===== config.mk =====
export PLATFORM = sky130hd
export DESIGN_NAME = periodic_trigger_generator
export DESIGN_NICKNAME = d
export VERILOG_FILES = /design/src/sv/ptg_pkg.sv /design/src/sv/ptg_mult.sv /design/src/sv/ptg_rem.sv /design/src/sv/periodic_trigger_generator.sv
export SDC_FILE = /design/constraint.sdc
export NUM_CORES = 2
export LEC_CHECK = 0
export BUFFER_PORTS_ARGS = -buffer_cell sky130_fd_sc_hd__buf_2
export CAP_MARGIN = 20
export CORE_ASPECT_RATIO = 0.6
export CORE_UTILIZATION = 55
export DETAILED_ROUTE_END_ITERATION = 8
export GPL_TIMING_DRIVEN = 0
export PLACE_DENSITY_LB_ADDON = 0.15
export SETUP_SLACK_MARGIN = 0.05
export SLEW_MARGIN = 20
export SYNTH_ARGS = -nofsm -noshare
export SYNTH_HDL_FRONTEND = slang
export SYNTH_SLANG_ARGS = --single-unit

===== constraint.sdc =====
create_clock -name aclk -period 23.2 [get_ports aclk]
set_clock_uncertainty 0.15 [all_clocks]
set_input_delay 2.32 -clock aclk [delete_from_list [all_inputs] [get_ports aclk]]
set_output_delay 2.32 -clock aclk [all_outputs]
set_load 0.01 [all_outputs]

===== src/sv/ptg_pkg.sv =====
package ptg_pkg;

    localparam int CH_W     = 3;
    localparam int SEC_W    = 24;
    localparam int RATE_W   = 18;
    localparam int RECIP_W  = 32;
    localparam int PHASE_W  = 48;
    localparam int MAG_W    = 41;
    localparam int DLY_W    = 42;
    localparam int TIME_W   = 32;
    localparam int MUL_W    = 32;
    localparam int CFG_A_W  = 1;
    localparam int CFG_D_W  = 32;

    localparam logic [CFG_A_W-1:0] CFG_SAMPLE_RATE = 1'b0;
    localparam logic [CFG_A_W-1:0] CFG_RATE_RECIP  = 1'b1;

    localparam logic [RATE_W-1:0]  RATE_RESET  = 18'd48000;
    localparam logic [RECIP_W-1:0] RECIP_RESET = 32'd89478;

    localparam logic signed [PHASE_W-1:0] ONE_SAMPLE = 48'sh0000_0001_0000;
    localparam logic signed [PHASE_W-1:0] PHASE_MAX  = 48'sh7FFF_FFFF_FFFF;
    localparam logic signed [PHASE_W-1:0] SAT_LIMIT  = PHASE_MAX - ONE_SAMPLE;

    typedef struct packed {
        logic [CH_W-1:0]         channel;
        logic                    restart;
        logic signed [SEC_W-1:0] interval_seconds;
        logic signed [SEC_W-1:0] delay_seconds;
    } in_item_t;

    typedef struct packed {
        logic [CH_W-1:0]   out_channel;
        logic              trigger;
        logic [TIME_W-1:0] elapsed_time;
    } out_item_t;

    typedef struct packed {
        logic start;
        logic done;
    } rem_ctl_t;

endpackage


===== src/sv/ptg_mult.sv =====
module ptg_mult (
    input  logic                          aclk,
    input  logic [ptg_pkg::MUL_W-1:0]     a,
    input  logic [ptg_pkg::MUL_W-1:0]     b,
    output logic [2*ptg_pkg::MUL_W-1:0]   p
);

    logic [2*ptg_pkg::MUL_W-1:0] p_reg;

    // one product per cycle, registered
    always_ff @(posedge aclk) begin
        p_reg <= a * b;
    end

    assign p = p_reg;

endmodule


===== src/sv/ptg_rem.sv =====
module ptg_rem (
    input  logic                         aclk,
    input  logic                         aresetn,
    input  logic                         start,
    input  logic [ptg_pkg::PHASE_W-1:0]  dividend,
    input  logic [ptg_pkg::MAG_W-1:0]    divisor,
    output logic                         done,
    output logic [ptg_pkg::MAG_W-1:0]    remainder
);

    localparam int CNT_W = $clog2(ptg_pkg::PHASE_W);

    logic                         busy_reg;
    logic                         done_reg;
    logic [CNT_W-1:0]             cnt_reg;
    logic [ptg_pkg::PHASE_W-1:0]  dvd_reg;
    logic [ptg_pkg::MAG_W:0]      rem_reg;
    logic [ptg_pkg::MAG_W:0]      trial;
    logic [ptg_pkg::MAG_W:0]      rem_next;

    // shift in one dividend bit, subtract when it fits
    always_comb begin
        trial = {rem_reg[ptg_pkg::MAG_W-1:0], dvd_reg[ptg_pkg::PHASE_W-1]};
        if (trial >= {1'b0, divisor}) begin
            rem_next = trial - {1'b0, divisor};
        end else begin
            rem_next = trial;
        end
    end

    always_ff @(posedge aclk) begin
        if (!aresetn) begin
            busy_reg <= 1'b0;
            done_reg <= 1'b0;
            cnt_reg  <= '0;
        end else begin
            done_reg <= 1'b0;
            if (start) begin
                busy_reg <= 1'b1;
                cnt_reg  <= CNT_W'(ptg_pkg::PHASE_W - 1);
                dvd_reg  <= dividend;
                rem_reg  <= '0;
            end else if (busy_reg) begin
                rem_reg <= rem_next;
                dvd_reg <= {dvd_reg[ptg_pkg::PHASE_W-2:0], 1'b0};
                cnt_reg <= cnt_reg - 1'b1;
                if (cnt_reg == '0) begin
                    busy_reg <= 1'b0;
                    done_reg <= 1'b1;
                end
            end
        end
    end

    assign done      = done_reg;
    assign remainder = rem_reg[ptg_pkg::MAG_W-1:0];

endmodule


===== src/sv/periodic_trigger_generator.sv =====
// Channel   Direction  Signals                                  Payload
// s_        in         s_valid, s_ready, s_data                 ptg_pkg::in_item_t
// m_        out        m_valid, m_ready, m_data                 ptg_pkg::out_item_t
// cfg_      in         cfg_valid, cfg_ready, cfg_addr, cfg_data register write
//
// An item runs from transfer to result through the sequencer states S_IVL to S_OUT;
// when the phase needs a wrap it also runs a 48-step bit-serial remainder unit (S_DIV).
// The four multiplies go one after another through a single 32x32 multiplier.
// Synchronous active-low reset restores the registers and clears all phases.
// A finished result sits in the output register; the next input transfer is
// taken while it waits, and the sequencer holds only if a second result is ready
// before the first is taken.
module periodic_trigger_generator #(
    parameter int CHANNELS = 8
) (
    input  logic                          aclk,
    input  logic                          aresetn,

    input  logic                          s_valid,
    output logic                          s_ready,
    input  ptg_pkg::in_item_t             s_data,

    output logic                          m_valid,
    input  logic                          m_ready,
    output ptg_pkg::out_item_t            m_data,

    input  logic                          cfg_valid,
    output logic                          cfg_ready,
    input  logic [ptg_pkg::CFG_A_W-1:0]   cfg_addr,
    input  logic [ptg_pkg::CFG_D_W-1:0]   cfg_data
);

    localparam int SEL_W = (CHANNELS > 1) ? $clog2(CHANNELS) : 1;
    localparam int CHX_W = 7;

    typedef enum logic [3:0] {
        S_IDLE,
        S_IVL,
        S_DLY,
        S_DSGN,
        S_DIFF,
        S_CHECK,
        S_DIV,
        S_TLO,
        S_THI,
        S_SUM,
        S_OUT
    } state_t;

    state_t state_reg;

    // configuration
    logic [ptg_pkg::RATE_W-1:0]  rate_reg;
    logic [ptg_pkg::RECIP_W-1:0] recip_reg;

    // per-channel phase counters, Q31.16
    logic signed [ptg_pkg::PHASE_W-1:0] phase_reg [CHANNELS];

    // working registers for the item in flight
    logic [SEL_W-1:0]                   sel_reg;
    logic [ptg_pkg::CH_W-1:0]           ch_reg;
    logic                               restart_reg;
    logic                               dly_neg_reg;
    logic [ptg_pkg::SEC_W-1:0]          ivl_abs_reg;
    logic [ptg_pkg::SEC_W-1:0]          dly_abs_reg;
    logic [ptg_pkg::MAG_W-1:0]          mag_reg;
    logic signed [ptg_pkg::DLY_W-1:0]   dly_reg;
    logic signed [ptg_pkg::PHASE_W:0]   d_reg;
    logic signed [ptg_pkg::PHASE_W-1:0] idx_reg;
    logic [ptg_pkg::RECIP_W-1:0]        lo_acc_reg;
    logic                               trig_reg;
    logic [ptg_pkg::TIME_W-1:0]         elapsed_reg;

    // output register
    logic                               m_valid_reg;
    ptg_pkg::out_item_t                 m_data_reg;

    // shared multiplier
    logic [ptg_pkg::MUL_W-1:0]          mul_a;
    logic [ptg_pkg::MUL_W-1:0]          mul_b;
    logic [2*ptg_pkg::MUL_W-1:0]        mul_p;

    // remainder unit
    ptg_pkg::rem_ctl_t                  rem_ctl;
    logic [ptg_pkg::MAG_W-1:0]          rem_val;

    logic [CHX_W-1:0]                   ch_wide;
    logic                               ch_ok;
    logic [ptg_pkg::SEC_W-1:0]          ivl_abs;
    logic [ptg_pkg::SEC_W-1:0]          dly_abs;
    logic                               do_clear;
    logic                               do_wrap;
    logic [ptg_pkg::PHASE_W-1:0]        time_sum;
    logic                               idx_pos;
    logic signed [ptg_pkg::PHASE_W-1:0] idx_inc;
    logic                               s_xfer;

    assign s_ready   = (state_reg == S_IDLE);
    assign s_xfer    = s_valid && s_ready;
    assign cfg_ready = 1'b1;
    assign m_valid   = m_valid_reg;
    assign m_data    = m_data_reg;

    assign ch_wide = {4'b0000, s_data.channel};
    assign ch_ok   = (ch_wide < CHX_W'(CHANNELS));

    // magnitudes of the Q7.16 inputs; -2^23 maps to 2^23 unsigned
    always_comb begin
        if (s_data.interval_seconds[ptg_pkg::SEC_W-1]) begin
            ivl_abs = ~s_data.interval_seconds + 1'b1;
        end else begin
            ivl_abs = s_data.interval_seconds;
        end
        if (s_data.delay_seconds[ptg_pkg::SEC_W-1]) begin
            dly_abs = ~s_data.delay_seconds + 1'b1;
        end else begin
            dly_abs = s_data.delay_seconds;
        end
    end

    // operand select for the shared multiplier; product shows up next state
    always_comb begin
        case (state_reg)
            S_IVL: begin
                mul_a = {8'b0, ivl_abs_reg};
                mul_b = {14'b0, rate_reg};
            end
            S_DLY: begin
                mul_a = {8'b0, dly_abs_reg};
                mul_b = {14'b0, rate_reg};
            end
            S_TLO: begin
                mul_a = idx_reg[31:0];
                mul_b = recip_reg;
            end
            S_THI: begin
                mul_a = {16'b0, idx_reg[ptg_pkg::PHASE_W-1:32]};
                mul_b = recip_reg;
            end
            default: begin
                mul_a = '0;
                mul_b = '0;
            end
        endcase
    end

    // restart or zero scaled interval clears the phase; otherwise wrap once
    // (phase - delay) has reached the interval
    assign do_clear      = restart_reg || (mag_reg == '0);
    assign do_wrap       = !do_clear && (d_reg >= $signed({8'b0, mag_reg}));
    assign rem_ctl.start = (state_reg == S_CHECK) && do_wrap;

    // elapsed time = hi*recip + (lo*recip >> 32)
    assign time_sum = mul_p[ptg_pkg::PHASE_W-1:0] + {16'b0, lo_acc_reg};
    assign idx_pos  = !idx_reg[ptg_pkg::PHASE_W-1] && (idx_reg != '0);
    assign idx_inc  = (idx_reg >= ptg_pkg::SAT_LIMIT) ? ptg_pkg::PHASE_MAX
                                                      : idx_reg + ptg_pkg::ONE_SAMPLE;

    ptg_mult u_mult (
        .aclk (aclk),
        .a    (mul_a),
        .b    (mul_b),
        .p    (mul_p)
    );

    ptg_rem u_rem (
        .aclk      (aclk),
        .aresetn   (aresetn),
        .start     (rem_ctl.start),
        .dividend  (d_reg[ptg_pkg::PHASE_W-1:0]),
        .divisor   (mag_reg),
        .done      (rem_ctl.done),
        .remainder (rem_val)
    );

    always_ff @(posedge aclk) begin
        if (!aresetn) begin
            state_reg   <= S_IDLE;
            m_valid_reg <= 1'b0;
            rate_reg    <= ptg_pkg::RATE_RESET;
            recip_reg   <= ptg_pkg::RECIP_RESET;
            for (int i = 0; i < CHANNELS; i++) begin
                phase_reg[i] <= '0;
            end
        end else begin
            // configuration writes
            if (cfg_valid && cfg_ready) begin
                unique case (cfg_addr)
                    ptg_pkg::CFG_SAMPLE_RATE: rate_reg  <= cfg_data[ptg_pkg::RATE_W-1:0];
                    ptg_pkg::CFG_RATE_RECIP:  recip_reg <= cfg_data[ptg_pkg::RECIP_W-1:0];
                    default: ;
                endcase
            end

            // drop the output once it has been taken; S_OUT reloads it itself
            if (m_valid_reg && m_ready && (state_reg != S_OUT)) begin
                m_valid_reg <= 1'b0;
            end

            unique case (state_reg)
                S_IDLE: begin
                    if (s_xfer) begin
                        ch_reg      <= s_data.channel;
                        restart_reg <= s_data.restart;
                        ivl_abs_reg <= ivl_abs;
                        dly_abs_reg <= dly_abs;
                        dly_neg_reg <= s_data.delay_seconds[ptg_pkg::SEC_W-1];
                        sel_reg     <= ch_wide[SEL_W-1:0];
                        if (ch_ok) begin
                            idx_reg   <= phase_reg[ch_wide[SEL_W-1:0]];
                            state_reg <= S_IVL;
                        end else begin
                            // unknown channel: report no trigger and zero time, touch no phase
                            trig_reg    <= 1'b0;
                            elapsed_reg <= '0;
                            state_reg   <= S_OUT;
                        end
                    end
                end
                S_IVL: begin
                    state_reg <= S_DLY;
                end
                S_DLY: begin
                    mag_reg   <= mul_p[ptg_pkg::MAG_W-1:0];
                    state_reg <= S_DSGN;
                end
                S_DSGN: begin
                    if (dly_neg_reg) begin
                        dly_reg <= (~mul_p[ptg_pkg::DLY_W-1:0]) + 1'b1;
                    end else begin
                        dly_reg <= mul_p[ptg_pkg::DLY_W-1:0];
                    end
                    state_reg <= S_DIFF;
                end
                S_DIFF: begin
                    d_reg <= {idx_reg[ptg_pkg::PHASE_W-1], idx_reg}
                           - {{7{dly_reg[ptg_pkg::DLY_W-1]}}, dly_reg};
                    state_reg <= S_CHECK;
                end
                S_CHECK: begin
                    if (do_clear) begin
                        idx_reg   <= '0;
                        state_reg <= S_TLO;
                    end else if (do_wrap) begin
                        state_reg <= S_DIV;
                    end else begin
                        state_reg <= S_TLO;
                    end
                end
                S_DIV: begin
                    // phase = delay + (phase - delay) mod interval
                    if (rem_ctl.done) begin
                        idx_reg   <= {{6{dly_reg[ptg_pkg::DLY_W-1]}}, dly_reg}
                                   + {7'b0, rem_val};
                        state_reg <= S_TLO;
                    end
                end
                S_TLO: begin
                    state_reg <= S_THI;
                end
                S_THI: begin
                    lo_acc_reg <= mul_p[2*ptg_pkg::MUL_W-1:ptg_pkg::MUL_W];
                    state_reg  <= S_SUM;
                end
                S_SUM: begin
                    trig_reg <= (idx_reg < ptg_pkg::ONE_SAMPLE);
                    if (!idx_pos) begin
                        elapsed_reg <= '0;
                    end else if (time_sum[ptg_pkg::PHASE_W-1:ptg_pkg::TIME_W] != '0) begin
                        elapsed_reg <= '1;
                    end else begin
                        elapsed_reg <= time_sum[ptg_pkg::TIME_W-1:0];
                    end
                    // advance one sample, saturating
                    phase_reg[sel_reg] <= idx_inc;
                    state_reg          <= S_OUT;
                end
                S_OUT: begin
                    // hold until the output register is free
                    if (!m_valid_reg || m_ready) begin
                        m_valid_reg             <= 1'b1;
                        m_data_reg.out_channel  <= ch_reg;
                        m_data_reg.trigger      <= trig_reg;
                        m_data_reg.elapsed_time <= elapsed_reg;
                        state_reg               <= S_IDLE;
                    end
                end
                default: begin
                    state_reg <= S_IDLE;
                end
            endcase
        end
    end

endmodule

==> metrics.txt <==
CTS resizes=0; Die X-Extent=~490 um; Crit path max-delay family=adder cells; mean post-synth cell area=10.2 um^2; failing checks=design-rule violations; setup TNS=0 ps; initial antenna violation count=31; Fillers=between 10000 and 15000; final count of pins violating max slew=0; critical path arrival=approximately 14000 ps; total power after layout=roughly 6.3 mW; number of nets in the layout=about 9600; FMAX=roughly 0.075 GHz; Hold Path Class=reg2reg; Main synth FF type=edfxtp_1; clk root buf=clkbuf_16; WP buf/inv=10; row count=about 110; Final GP Congestion=~1.1; DR vias/cell=6.41; final wirelength=~330000 um; met3 Use GR=0.299; Final min period=13300 ps; hold depth=0; setup bufs post-CTS=0; Largest stage delay, worst path=1000 ps; cell with the most instances on the worst path=fa_1; vias in the first global route=~61000; Setup Viol. Count Final=0; cells after synthesis=roughly 7800; Clock Tree Buf Depth=3; GR peak layer=met1; DRC viols=1; DR pass1 iterations=9; critical path's slowest cell=clkbuf_1; Starting Density=0.554; GR Layer Usage met2=0.503; post-cts hold buffer count=0; top-count cell post-synth=nor2_1; final count of hold timing violations=0; CTS tree=built; ys async rst share=0; number of placed I/O pins=129; die area=~150000 um^2; Synth Warn #=0; layout cells sized above 1=0.0694; initial drt markers=about 10000; Buffers on Ports=about 130; WP depth=34; H-tree depth=3; synth cell count leaders=1165 x nor2_1, 1019 x inv_1, 900 x fa_1, 807 x edfxtp_1, 796 x nand2_1; Total Routing Usage GR=0.446; largest net degree at the start of global routing=52; unrepaired setup endpoints after global routing=false; clk slew on worst S/H paths=around 70 ps; met1 global-route usage=0.666; insertion delay to the later sink of the worst-skew pair=roughly 780 ps; die span in y=about 300 um; first-pass GRT wire length=between 400000 and 500000 um; HPWL Detailed=~260000 um; max reg flops=384; number of enable flip-flop cells after synthesis=just over 800; WP data required=23650 ps; synthesized area=80100 um^2; post-synth top area cell=edfxtp_1; Synth Net Count=9305; WL/cell=32.5 um; Max rail drop VDD=roughly 0.075 mV; status=finished with violations; CTS buffer count=90; share of the synthesized area in the top cell type=0.302; Slew HR=0.0785; CP Capture Type=flip-flop; sequential share of the synthesized area=0.334; Max-cap violations=0; Leak Pwr=37.5 nW; startpoint class of the critical path=flip-flop; pwr/cell area=around 72 nW/um^2; CP Max Fanout=10; final worst-path cycle share=0.573; Yosys cell types=83; residual antenna-violating net count after detailed routing=0; gr ovfl total=0; # clock sinks=a little over 900; P&R area growth vs syn=8.49%; Worst Tran Pin Value=1380 ps; FF+latch count, synth=approximately 930; critical path type=reg2reg; via count=about 65000; Reg2Reg Depth=34; top cells by area, synth=edfxtp_1 30%, fa_1 22%, ha_1 7.4%; core area=~140000 um^2
-- worst register-to-register path, delay by kind of cell (launching register included) --
kind                     cells  cell delay (ps)
AO/OA/AOI/OAI                6             1620
XOR/XNOR                     1              140
adder cells (fa/ha/maj)      9             4740
buffers and inverters       10             3530
flip-flops                   1              300
AND/OR/NAND/NOR              8             2700
-- worst paths after layout --
kind	to	slack (ps)	start
max	u_mult.p[63]$_DFF_P_	9900	state_reg[3]$_SDFFE_PN0P_
min	lo_acc_reg[29]$_DFFE_PP_	260	u_mult.p[61]$_DFF_P_
max reg2reg	u_mult.p[63]$_DFF_P_	9900	state_reg[3]$_SDFFE_PN0P_
min reg2reg	lo_acc_reg[29]$_DFFE_PP_	260	u_mult.p[61]$_DFF_P_
-- through the flow --
step	instances	utilization	hold WS, ps	area, um^2	worst slack (ps)
3_5_place_dp	9932	0.581	240	84000	10890
4_1_cts	10100	0.600	256	86800	10860
2_1_floorplan	7841	-	236	80100	13930
3_3_place_gp	9893	0.575	241	83200	10560
5_1_grt	10100	0.601	263	86800	9920
6_report	10100	0.601	255	86900	9900
-- cells by family (layout without fill, tap and decap cells) --
family	Yosys count	in the layout	synth area share
buf+inv	1412	1743	0.0663
fa+ha+maj	1374	1374	0.299
mux	232	232	0.0448
compound gates	1039	1039	0.0853
flops	934	934	0.334
xor+xnor	308	308	0.0337
simple gates	2541	2541	0.137
other cells	1	32	0.0000468
-- metal layers --
metal	part of all wire	wire, um
met3	0.21	69600
met4	0.031	10200
met5	0.00082	270
met1	0.42	138000
met2	0.34	111000
-- power by group --
group | internal, mW | total, mW | switching, mW
Sequential | 1.96 | 2.18 | 0.218
Combinational | 0.774 | 2.61 | 1.84
Clock | 0.772 | 1.49 | 0.716
Total | 3.51 | 6.28 | 2.77
-- placed cells by master, fill, tap and decap left out, drive strengths merged, types with 50 or more instances in the layout --
master	n
xnor2	227
mux4	96
o21a	50
buf	194
fa	900
a22oi	63
mux2i	84
nand3	103
xor2	81
mux2	52
dfxtp	127
ha	474
inv	1028
and2	71
clkbuf	481
a21oi	275
edfxtp	807
nand4	59
a21o	138
o21ai	168
and3	84
nor3	50
nand2	796
nor2	1165
-- layout make-up --
cell class                      count  area (um^2)  area share
Multi-Input combinational cell   5495        48200       0.554
Antenna cell                       31         77.6    0.000893
Clock inverter                     49          422     0.00485
Clock buffer                      115         2420      0.0279
Sequential cell                   934        26800       0.308
Tap cell                         1925         2410      0.0277
Inverter                         1019         3820      0.0440
Buffer                            393         1560      0.0179
Timing Repair Buffer              167         1240      0.0143
No activity file was read; power rests on OpenSTA's default activity.
